## src/rtl/packet_descriptor_seek_buffer_assert.svh

```systemverilog
// Assertion helpers for the seek buffer.
`ifndef PACKET_DESCRIPTOR_SEEK_BUFFER_ASSERT_SVH
`define PACKET_DESCRIPTOR_SEEK_BUFFER_ASSERT_SVH

// Consequent must hold in the same cycle as the antecedent.
`define PDSB_ASSERT_NOW(lbl, ante, cons, msg) \
  lbl: assert property (@(posedge clk) disable iff (!rst_n) (ante) |-> (cons)) \
    else $error(msg);

// Consequent must hold in the cycle after the antecedent.
`define PDSB_ASSERT_NEXT(lbl, ante, cons, msg) \
  lbl: assert property (@(posedge clk) disable iff (!rst_n) (ante) |=> (cons)) \
    else $error(msg);

`endif

```

## src/rtl/pdsb_pkg.sv

```systemverilog
package pdsb_pkg;

  // Field widths
  localparam int CW  = 7;   // count, position, walk index
  localparam int TSW = 48;  // 32.16 timestamp
  localparam int LW  = 32;  // 16.16 duration
  localparam int SW  = 24;  // byte size
  localparam int TTW = 40;  // duration totals
  localparam int TBW = 32;  // byte totals

  localparam logic [LW-1:0] KEEP_RST = 32'd655360;

  // Transaction modes
  localparam logic [2:0] MODE_PUT   = 3'd0;
  localparam logic [2:0] MODE_FETCH = 3'd1;
  localparam logic [2:0] MODE_SEEK  = 3'd2;
  localparam logic [2:0] MODE_CLEAR = 3'd3;
  localparam logic [2:0] MODE_ITER  = 3'd4;

  // Result status codes
  localparam logic [1:0] ST_OK   = 2'd0;
  localparam logic [1:0] ST_FAIL = 2'd1;
  localparam logic [1:0] ST_NONE = 2'd2;

  // Read address sources (logical index)
  localparam logic [2:0] RS_POS  = 3'd0;
  localparam logic [2:0] RS_IDX  = 3'd1;
  localparam logic [2:0] RS_PM1  = 3'd2;
  localparam logic [2:0] RS_ZERO = 3'd3;
  localparam logic [2:0] RS_LAST = 3'd4;

  // Walk index load sources
  localparam logic [1:0] IS_POS      = 2'd0;
  localparam logic [1:0] IS_PM1      = 2'd1;
  localparam logic [1:0] IS_FOUND    = 2'd2;
  localparam logic [1:0] IS_FOUND_M1 = 2'd3;

  typedef struct packed {
    logic [2:0]     mode;
    logic [TSW-1:0] time_stamp;
    logic [LW-1:0]  length_time;
    logic [SW-1:0]  byte_size;
    logic           key_frame;
    logic           snap_backward;
  } item_t;

  typedef struct packed {
    logic [TSW-1:0] ts;
    logic [LW-1:0]  len;
    logic [SW-1:0]  size;
    logic           key;
  } entry_t;

  typedef struct packed {
    logic [1:0]     status;
    logic [TSW-1:0] out_time_stamp;
    logic [LW-1:0]  out_length_time;
    logic [SW-1:0]  out_byte_size;
    logic           out_key_frame;
    logic [TTW-1:0] ahead_time;
    logic [TTW-1:0] behind_time;
    logic [TBW-1:0] ahead_bytes;
    logic [TBW-1:0] behind_bytes;
    logic [CW-1:0]  read_position;
    logic [CW-1:0]  entry_count;
    logic           last;
  } result_t;

  // Controller to datapath
  typedef struct packed {
    logic       load;
    logic       rd;
    logic [2:0] rd_src;
    logic       clear;
    logic       trim;
    logic       append;
    logic       fetch;
    logic       backs_ld;
    logic       first_ld;
    logic       clamp;
    logic       idx_ld;
    logic [1:0] idx_src;
    logic       idx_inc;
    logic       idx_dec;
    logic       acc_add;
    logic       acc_sub;
    logic       found_ld;
    logic       commit;
    logic       emit;
    logic [1:0] em_status;
    logic       em_has;
    logic       em_last;
  } cmd_t;

  // Datapath to controller
  typedef struct packed {
    logic [2:0] mode;
    logic       snap;
    logic       count_zero;
    logic       pos_ge_count;
    logic       full;
    logic       trim_go;
    logic       backs;
    logic       clamp_fail;
    logic       idx_ge_count;
    logic       idx_zero;
    logic       idx_last;
    logic       found_zero;
    logic       rd_ge;
    logic       rd_le;
    logic       rd_key;
    logic       out_free;
  } sts_t;

endpackage

```

## src/rtl/pdsb_ctrl.sv

```systemverilog
module pdsb_ctrl (
  input  logic           clk,
  input  logic           rst_n,
  input  logic           in_valid,
  output logic           in_ready,
  input  pdsb_pkg::sts_t sts,
  output pdsb_pkg::cmd_t cmd
);

  localparam logic [4:0] S_IDLE    = 5'd0;
  localparam logic [4:0] S_DISP    = 5'd1;
  localparam logic [4:0] S_PT_CHK  = 5'd2;
  localparam logic [4:0] S_PT_SUB  = 5'd3;
  localparam logic [4:0] S_PT_WR   = 5'd4;
  localparam logic [4:0] S_F_UPD   = 5'd5;
  localparam logic [4:0] S_SK_B    = 5'd6;
  localparam logic [4:0] S_SK_F    = 5'd7;
  localparam logic [4:0] S_SK_L    = 5'd8;
  localparam logic [4:0] S_WF_RD   = 5'd9;
  localparam logic [4:0] S_WF_CHK  = 5'd10;
  localparam logic [4:0] S_WB_RD   = 5'd11;
  localparam logic [4:0] S_WB_CHK  = 5'd12;
  localparam logic [4:0] S_K_CHK   = 5'd13;
  localparam logic [4:0] S_COMMIT  = 5'd14;
  localparam logic [4:0] S_IT_BRD  = 5'd15;
  localparam logic [4:0] S_IT_BCHK = 5'd16;
  localparam logic [4:0] S_IT_FRD  = 5'd17;
  localparam logic [4:0] S_IT_FCHK = 5'd18;
  localparam logic [4:0] S_IT_EMIT = 5'd19;
  localparam logic [4:0] S_IT_RD   = 5'd20;
  localparam logic [4:0] S_EMIT    = 5'd21;

  logic [4:0] state_r, state_nxt;
  logic [1:0] em_st_r, em_st_nxt;
  logic       em_has_r, em_has_nxt;
  logic       kon_r, kon_nxt;  // second walk: keyframes only

  always_ff @(posedge clk) begin
    if (!rst_n) begin
      state_r  <= S_IDLE;
      em_st_r  <= pdsb_pkg::ST_OK;
      em_has_r <= 1'b0;
      kon_r    <= 1'b0;
    end else begin
      state_r  <= state_nxt;
      em_st_r  <= em_st_nxt;
      em_has_r <= em_has_nxt;
      kon_r    <= kon_nxt;
    end
  end

  always_comb begin
    state_nxt  = state_r;
    em_st_nxt  = em_st_r;
    em_has_nxt = em_has_r;
    kon_nxt    = kon_r;
    cmd        = '0;
    in_ready   = 1'b0;
    case (state_r)
      S_IDLE: begin
        in_ready = 1'b1;
        if (in_valid) begin
          cmd.load  = 1'b1;
          state_nxt = S_DISP;
        end
      end
      // Decode the latched transaction
      S_DISP: begin
        em_has_nxt = 1'b0;
        state_nxt  = S_EMIT;
        em_st_nxt  = pdsb_pkg::ST_FAIL;
        case (sts.mode)
          pdsb_pkg::MODE_PUT: begin
            state_nxt = S_PT_CHK;
          end
          pdsb_pkg::MODE_FETCH: begin
            if (!sts.pos_ge_count) begin
              cmd.rd     = 1'b1;
              cmd.rd_src = pdsb_pkg::RS_POS;
              state_nxt  = S_F_UPD;
            end
          end
          pdsb_pkg::MODE_SEEK: begin
            if (!sts.count_zero) begin
              cmd.rd     = 1'b1;
              cmd.rd_src = pdsb_pkg::RS_PM1;
              state_nxt  = S_SK_B;
            end
          end
          pdsb_pkg::MODE_CLEAR: begin
            cmd.clear = 1'b1;
            em_st_nxt = pdsb_pkg::ST_OK;
          end
          pdsb_pkg::MODE_ITER: begin
            if (sts.pos_ge_count) begin
              em_st_nxt = pdsb_pkg::ST_NONE;
            end else begin
              cmd.idx_ld  = 1'b1;
              cmd.idx_src = pdsb_pkg::IS_POS;
              state_nxt   = S_IT_BRD;
            end
          end
          default: begin
          end
        endcase
      end
      // Put: trim played entries, then append
      S_PT_CHK: begin
        if (sts.trim_go) begin
          cmd.rd     = 1'b1;
          cmd.rd_src = pdsb_pkg::RS_ZERO;
          state_nxt  = S_PT_SUB;
        end else begin
          state_nxt = S_PT_WR;
        end
      end
      S_PT_SUB: begin
        cmd.trim  = 1'b1;
        state_nxt = S_PT_CHK;
      end
      S_PT_WR: begin
        cmd.append = 1'b1;
        em_st_nxt  = sts.full ? pdsb_pkg::ST_FAIL : pdsb_pkg::ST_OK;
        state_nxt  = S_EMIT;
      end
      // Fetch: entry is in the read register
      S_F_UPD: begin
        cmd.fetch  = 1'b1;
        em_st_nxt  = pdsb_pkg::ST_OK;
        em_has_nxt = 1'b1;
        state_nxt  = S_EMIT;
      end
      // Seek: direction, then first and last timestamps
      S_SK_B: begin
        cmd.backs_ld = 1'b1;
        cmd.rd       = 1'b1;
        cmd.rd_src   = pdsb_pkg::RS_ZERO;
        state_nxt    = S_SK_F;
      end
      S_SK_F: begin
        cmd.first_ld = 1'b1;
        cmd.rd       = 1'b1;
        cmd.rd_src   = pdsb_pkg::RS_LAST;
        state_nxt    = S_SK_L;
      end
      S_SK_L: begin
        if (sts.clamp_fail) begin
          em_st_nxt = pdsb_pkg::ST_FAIL;
          state_nxt = S_EMIT;
        end else begin
          cmd.clamp  = 1'b1;
          cmd.idx_ld = 1'b1;
          kon_nxt    = 1'b0;
          if (sts.backs) begin
            cmd.idx_src = pdsb_pkg::IS_PM1;
            state_nxt   = S_WB_RD;
          end else begin
            cmd.idx_src = pdsb_pkg::IS_POS;
            state_nxt   = S_WF_RD;
          end
        end
      end
      // Forward walk
      S_WF_RD: begin
        if (sts.idx_ge_count) begin
          em_st_nxt = pdsb_pkg::ST_FAIL;
          state_nxt = S_EMIT;
        end else begin
          cmd.rd     = 1'b1;
          cmd.rd_src = pdsb_pkg::RS_IDX;
          state_nxt  = S_WF_CHK;
        end
      end
      S_WF_CHK: begin
        if (sts.rd_ge && (!kon_r || sts.rd_key)) begin
          cmd.found_ld = 1'b1;
          state_nxt    = kon_r ? S_COMMIT : S_K_CHK;
        end else begin
          cmd.acc_add = 1'b1;
          cmd.idx_inc = 1'b1;
          state_nxt   = S_WF_RD;
        end
      end
      // Backward walk
      S_WB_RD: begin
        cmd.rd     = 1'b1;
        cmd.rd_src = pdsb_pkg::RS_IDX;
        state_nxt  = S_WB_CHK;
      end
      S_WB_CHK: begin
        cmd.acc_sub = 1'b1;
        if (sts.rd_le && (!kon_r || sts.rd_key)) begin
          cmd.found_ld = 1'b1;
          state_nxt    = kon_r ? S_COMMIT : S_K_CHK;
        end else if (sts.idx_zero) begin
          em_st_nxt = pdsb_pkg::ST_FAIL;
          state_nxt = S_EMIT;
        end else begin
          cmd.idx_dec = 1'b1;
          state_nxt   = S_WB_RD;
        end
      end
      // Match found: snap to a keyframe if needed
      S_K_CHK: begin
        if (sts.rd_key) begin
          cmd.commit = 1'b1;
          em_st_nxt  = pdsb_pkg::ST_OK;
          state_nxt  = S_EMIT;
        end else begin
          kon_nxt = 1'b1;
          if (!sts.snap) begin
            cmd.idx_ld  = 1'b1;
            cmd.idx_src = pdsb_pkg::IS_FOUND;
            state_nxt   = S_WF_RD;
          end else if (sts.found_zero) begin
            em_st_nxt = pdsb_pkg::ST_FAIL;
            state_nxt = S_EMIT;
          end else begin
            cmd.idx_ld  = 1'b1;
            cmd.idx_src = pdsb_pkg::IS_FOUND_M1;
            state_nxt   = S_WB_RD;
          end
        end
      end
      S_COMMIT: begin
        cmd.commit = 1'b1;
        em_st_nxt  = pdsb_pkg::ST_OK;
        state_nxt  = S_EMIT;
      end
      // Iterate: look back for a keyframe at or before the position
      S_IT_BRD: begin
        cmd.rd     = 1'b1;
        cmd.rd_src = pdsb_pkg::RS_IDX;
        state_nxt  = S_IT_BCHK;
      end
      S_IT_BCHK: begin
        if (sts.rd_key) begin
          state_nxt = S_IT_EMIT;
        end else if (sts.idx_zero) begin
          cmd.idx_ld  = 1'b1;
          cmd.idx_src = pdsb_pkg::IS_POS;
          state_nxt   = S_IT_FRD;
        end else begin
          cmd.idx_dec = 1'b1;
          state_nxt   = S_IT_BRD;
        end
      end
      // None behind: first keyframe after the position
      S_IT_FRD: begin
        if (sts.idx_ge_count) begin
          em_st_nxt  = pdsb_pkg::ST_NONE;
          em_has_nxt = 1'b0;
          state_nxt  = S_EMIT;
        end else begin
          cmd.rd     = 1'b1;
          cmd.rd_src = pdsb_pkg::RS_IDX;
          state_nxt  = S_IT_FCHK;
        end
      end
      S_IT_FCHK: begin
        if (sts.rd_key) begin
          state_nxt = S_IT_EMIT;
        end else begin
          cmd.idx_inc = 1'b1;
          state_nxt   = S_IT_FRD;
        end
      end
      // Emit entries through to the end
      S_IT_EMIT: begin
        if (sts.out_free) begin
          cmd.emit      = 1'b1;
          cmd.em_status = pdsb_pkg::ST_OK;
          cmd.em_has    = 1'b1;
          cmd.em_last   = sts.idx_last;
          if (sts.idx_last) begin
            state_nxt = S_IDLE;
          end else begin
            cmd.idx_inc = 1'b1;
            state_nxt   = S_IT_RD;
          end
        end
      end
      S_IT_RD: begin
        cmd.rd     = 1'b1;
        cmd.rd_src = pdsb_pkg::RS_IDX;
        state_nxt  = S_IT_EMIT;
      end
      // Single result of the transaction
      S_EMIT: begin
        if (sts.out_free) begin
          cmd.emit      = 1'b1;
          cmd.em_status = em_st_r;
          cmd.em_has    = em_has_r;
          cmd.em_last   = 1'b1;
          state_nxt     = S_IDLE;
        end
      end
      default: begin
        state_nxt = S_IDLE;
      end
    endcase
  end

endmodule

```

## config.mk

```make
export PLATFORM = sky130hd
export DESIGN_NAME = pdsb_ctrl
export DESIGN_NICKNAME = d
export VERILOG_FILES = /design/src/rtl/packet_descriptor_seek_buffer_assert.svh /design/src/rtl/pdsb_pkg.sv /design/src/rtl/pdsb_ctrl.sv
export SDC_FILE = /design/constraint.sdc
export NUM_CORES = 1
export LEC_CHECK = 0
export ABC_CLOCK_PERIOD_IN_PS = 2800
export BUFFER_PORTS_ARGS = -buffer_cell sky130_fd_sc_hd__buf_4
export CAP_MARGIN = 10
export CORE_MARGIN = 2
export CORE_UTILIZATION = 35
export CTS_BUF_LIST = sky130_fd_sc_hd__clkbuf_8
export DETAILED_ROUTE_END_ITERATION = 12
export GPL_ROUTABILITY_DRIVEN = 0
export HOLD_SLACK_MARGIN = 0.1
export PLACE_DENSITY = 0.59
export SLEW_MARGIN = 20
export SYNTH_ARGS = -nofsm -noshare
export SYNTH_HDL_FRONTEND = slang
export SYNTH_SLANG_ARGS = --single-unit
```

## constraint.sdc

```tcl
create_clock -name clk -period 2.8 [get_ports clk]
set_clock_uncertainty 0.2 [all_clocks]
set_input_delay 0.56 -clock clk [delete_from_list [all_inputs] [get_ports clk]]
set_output_delay 0.56 -clock clk [all_outputs]
set_load 0.02 [all_outputs]
```

---- Word level (Yosys, flattened, before mapping) ----
Cells that the tools add are included.
storage, ports and cells
  input bits .............................. 21
  register bits after elaboration ......... 9
  output and inout bits ................... 27
  word-level logic and storage cells ...... 145
cells by class
  reduce and logical (&&, ||, !) cells .... 17
  muxes and demuxes ....................... 87
  equality and inequality tests ........... 37
operators with widths
  cell                                                  number
  one-hot mux 5 bit (20 select lines)                   1
  two-way mux 5 bit                                     18
  equality test 5 x 4 -> 1 bit (second input constant)  8
  equality test 5 bit (second input constant)           6
  two-way mux 3 bit                                     10
  two-way mux 1 bit                                     28
  two-way mux 2 bit                                     12
  one-hot mux 4 bit (6 select lines)                    1
  equality test 5 x 3 -> 1 bit (second input constant)  4
  two-way mux 4 bit                                     5
  inequality test 2 bit (second input constant)         10
  one-hot mux 5 bit (4 select lines)                    1
  one-hot mux 2 bit (8 select lines)                    1
  one-hot mux 3 bit (4 select lines)                    1
  equality test 5 x 2 -> 1 bit (second input constant)  2
  one-hot mux 5 bit (2 select lines)                    1
  one-hot mux 1 bit (2 select lines)                    4
  one-hot mux 4 bit (2 select lines)                    1
  AND reduction 8 bit                                   1
  nonzero test 8 bit                                    1
  equality test 3 x 2 -> 1 bit (second input constant)  2
  inequality test 3 bit (second input constant)         2
  one-hot mux 1 bit (3 select lines)                    2
  AND reduction 3 bit                                   2
  other kinds (14)                                      17

---- Depth between registers and ports, before layout ----
  word-level depth ........................ 5
  depth in mapped cells ................... 8
  gate-level depth less buffers ........... 6

---- Worst setup path after synthesis ----
No wires, ideal clock.
  path kind ............................... flip-flop to output port
  from .................................... register state_r[4]
  to ...................................... output port cmd[13] (netlist name)
  cell stages (with the launch flop) ...... 7
  setup slack ............................. 0.291 ns
  buffers on the path ..................... 1
  data arrival time ....................... 1.749 ns
  path through ............................ dfxtp_1 > or3b_1 > buf_2 > a2111oi_4 > nor2_1 > nand2_1 > o21bai_1
RTL lines
  what                      RTL line         text
  start: declaration        pdsb_ctrl.sv:33  logic [4:0] state_r, state_nxt;
  start signal: assignment  pdsb_ctrl.sv:45  state_r <= state_nxt;
  end: declaration          pdsb_ctrl.sv:7   output pdsb_pkg::cmd_t cmd

==> impl_results.md <==
- Run status: finished clean
- FP Rows: 23
- Average wire length per cell after detail routing: 17.4 um
- Family with the most delay on the worst path: simple AND/OR/NAND/NOR gates
- Met3 global-route usage: 0.0362
- Vias in the first global route: 1,654
- First-pass iteration count of the detailed router: 5
- Max-slew violation total from the final report: 0
- Syn nets: 240
- Count of antenna-violating nets left after detailed routing: 0
- Top fanout value on the critical path: 7
- Peak supply drop: 349 uV
- Largest area contributor in the netlist: sky130_fd_sc_hd__dfxtp_1
- Top-Level Pins: 48
- Source of the worst register-to-register timing path: state_r[3]
- Average instance area after synthesis: 6.55 sq um
- Number of CTS-inserted buffers: 3
- Chip Height: 68.0 um
- Final setup TNS: 0 ns
- Initial cell density of the core: 0.361
- Critical path origin: state_r[4]
- Number of cell instances on the worst register-to-register path: 7
- Post CTS Setup Buffer Count: 0
- Number of hold violations in the final report: 0
- Power density of the placed cells: 837 nW/um^2
- Worst-case register-to-register setup slack: 0.52 ns
- Width of the die: 68.0 um
- Number of antenna violations at the first check in global routing: 0
- Worst-case headroom to the max-slew limit: 0.677
- Highest Clock Rate: 375 MHz
- All-Layer GR Usage: 0.249
- Overall overflow remaining after global route: 0
- Register bit count reported by yosys: 9
- Share of final-layout standard cells stronger than drive strength 1: 0.300
- Port buffer count: 47
- Worst Path Class, Setup: register to output pin
- Pin count of the biggest net entering global routing: 32
- Buffers from clock root to sink, at most: 2
- Endpoint required time on the critical path: 2.04 ns
- DP Wirelength: 4.24 mm
- Min Tclk post-route: 2.67 ns
- Clock tree from TritonCTS: yes
- Highest-delay cell along the critical path: sky130_fd_sc_hd__or3b_1
- Number of design-rule violations left by the first detailed-router iteration: 204
- Buffer cell driving the clock tree root: sky130_fd_sc_hd__clkbuf_8
- Synthesized-area fraction occupied by and/or/nand/nor cells: 0.386
- Nature of the critical path startpoint: register
- Critical path buffers and inverters: 2
- Routing layer with the top usage in global route: met2
- Met1 track demand over resource in global routing: 0.350
- Critical path's most frequent cell: sky130_fd_sc_hd__buf_4
- Synth area leaders: sky130_fd_sc_hd__dfxtp_1 (13%), sky130_fd_sc_hd__nor2_1 (7.1%), sky130_fd_sc_hd__a21oi_1 (6.3%)
- Number of maximum-capacitance constraint violations: 0
- Most used cells in the layout excluding fill and tap cells: sky130_fd_sc_hd__buf_4 (64), sky130_fd_sc_hd__nor2_1 (27), sky130_fd_sc_hd__nand2_1 (20), sky130_fd_sc_hd__a21oi_1 (17), sky130_fd_sc_hd__nand2b_1 (10)
- Maximum level of the CTS H-tree: 1
- Number of enable flip-flop cells after synthesis: 0
- Number of clock sinks: 9
- Synth Area in Adders: 0.0139
- Endpoint kind of the worst setup timing path: output pin
- Clock input transition at the sequential cells of the worst setup and hold paths: 0.05 ns
- Total vias in the final route: 1,915
- Number of antenna cells inserted: 0
- Arr. time, crit path: 1.91 ns
- Number of standard cells after synthesis: 219
- Worst flop-to-flop path endpoint: state_r[1]
- Warnings from Yosys: 0
- Share of the yosys chip area belonging to registers: 0.126
- Post-Syn Area: 1440 sq um
- Synthesized-area fraction occupied by xor and xnor cells: 0.00610
- Count of unresolved DRC violations after routing: 0
- Cell count along the critical path: 5
- Met2 Resource Use GR: 0.393
- End of the critical path: cmd[11]
- Post-synthesis mux area share: 0
- Final period util: 0.953
- Cell-by-cell listing of the critical path: or3b_1 > buf_4 > nor3_1 > a32o_1 > buf_4
- Setup repair after global routing missed its margin: false
- Routed wire length: 5.52 mm
- Number of nets in the final layout: 289
- First-pass GRT wire length: 8.65 mm
- Sum of internal, switching and leakage power: 1.62 mW
- Layout overhead on the synthesized area: 35.1%
- Unique masters post-synth: 56
- Leakage dissipation: 0.821 nW
- Most frequently used flop master after synthesis: sky130_fd_sc_hd__dfxtp_1
- Std-Cell Core Area: 3970 sq um
- Top cell type's share of synthesized area: 0.126
- Routed vias/inst: 6.04
- Post-synthesis compound-gate area fraction: 0.379
- Clock insertion delay at the later pin of the skew report: 0.24 ns
- HP Class: register to register
- Crit path largest cell delay: 0.46 ns
- Hold-fix buffer count after cts: 0
- Number of failing setup endpoints in the final timing report: 0
- Die outline area: 4630 sq um
- Most common library cell in the layout ignoring fill and taps: sky130_fd_sc_hd__buf_4
- Filler instances: 428
- Fraction of synthesis flops using an asynchronous set or reset pin: 0
- Worst slew pin tran: 0.484 ns
- Dominant combinational cell family by area after synthesis: simple AND/OR/NAND/NOR gates
## how the worst min path moves through the flow
stage                           from         end  slack [ns]  cells after the start
after floorplan           em_st_r[0]  em_st_r[0]        0.29                      2
after global placement    em_st_r[0]  em_st_r[0]        0.31                      2
after detailed placement  em_st_r[1]  em_st_r[1]        0.32                      2
after CTS                 em_st_r[0]  em_st_r[0]        0.33                      2
after global routing      em_st_r[1]  em_st_r[1]        0.34                      2
final                     em_st_r[0]  em_st_r[0]        0.33                      2
## cell usage after synthesis (4+ instances only)
cell / number
sky130_fd_sc_hd__inv_1: 5
sky130_fd_sc_hd__a211o_1: 4
sky130_fd_sc_hd__nand2b_1: 10
sky130_fd_sc_hd__dfxtp_1: 9
sky130_fd_sc_hd__nand2_1: 20
sky130_fd_sc_hd__or3_1: 5
sky130_fd_sc_hd__o22ai_1: 5
sky130_fd_sc_hd__o21ai_0: 9
sky130_fd_sc_hd__nor3_1: 8
sky130_fd_sc_hd__a21oi_1: 18
sky130_fd_sc_hd__a31oi_1: 4
sky130_fd_sc_hd__clkbuf_1: 8
sky130_fd_sc_hd__nand3_1: 7
sky130_fd_sc_hd__a211oi_1: 4
sky130_fd_sc_hd__nor2b_1: 8
sky130_fd_sc_hd__buf_2: 8
sky130_fd_sc_hd__nor2_1: 27
## final cells by class
cell class	count	area, sq um	area share
Clock inverter	1	5.00	0.00258
Clock buffer	3	41.3	0.0213
Inverter	7	31.3	0.0161
Timing Repair Buffer	64	480	0.248
Sequential cell	9	181	0.0935
Multi-Input combinational cell	183	1140	0.586
Tap cell	50	62.6	0.0323
## report_power, final
group | leakage, nW | switching [mW] | internal [mW]
clock network | 0.0255 | 0.0641 | 0.0980
logic | 0.721 | 0.724 | 0.508
registers | 0.0741 | 0.0508 | 0.178
total | 0.821 | 0.839 | 0.784
## timing repair
item                       in CTS  in global routing
resized for setup               1                  2
pin swaps                       0                  0
setup endpoints to repair       2                  2
## metrics by stage
| step | hold slack [ns] | utilization | worst slack (ns) | cells | instance area [sq um] |
|---|---|---|---|---|---|
| after detailed placement | 0.318 | 0.474 | 0.236 | 313 | 1880 |
| after global routing | 0.336 | 0.488 | 0.0149 | 317 | 1940 |
| after CTS | 0.328 | 0.487 | 0.0740 | 317 | 1930 |
| final | 0.326 | 0.488 | 0.132 | 317 | 1940 |
| after global placement | 0.306 | 0.474 | 0.174 | 313 | 1880 |
| after floorplan | 0.292 | - | 0.291 | 219 | 1440 |
## cells by family after synthesis
logic type / count (synthesis)
adder cells (fa/ha/maj): 2
flip-flops: 9
buffers and inverters: 27
XOR/XNOR: 1
AO/OA/AOI/OAI: 75
AND/OR/NAND/NOR: 105
## layer usage
metal | up-vias | share of wire
li1 | 907 | -
met1 | 878 | 0.42
met2 | 114 | 0.46
met3 | 16 | 0.092
met4 | 0 | 0.023
met5 | - | 0
## state kept, by name, summed over array words and instances (netlist names)
name / flops
state_r: 5
kon_r: 1
em_has_r: 1
em_st_r: 2
## worst min-delay path: cells and delay by family (launching register included)
family / cells / cell delay, ns
flops: 1 / 0.30
compound gates: 2 / 0.17
(Power assumes the default switching activity.)
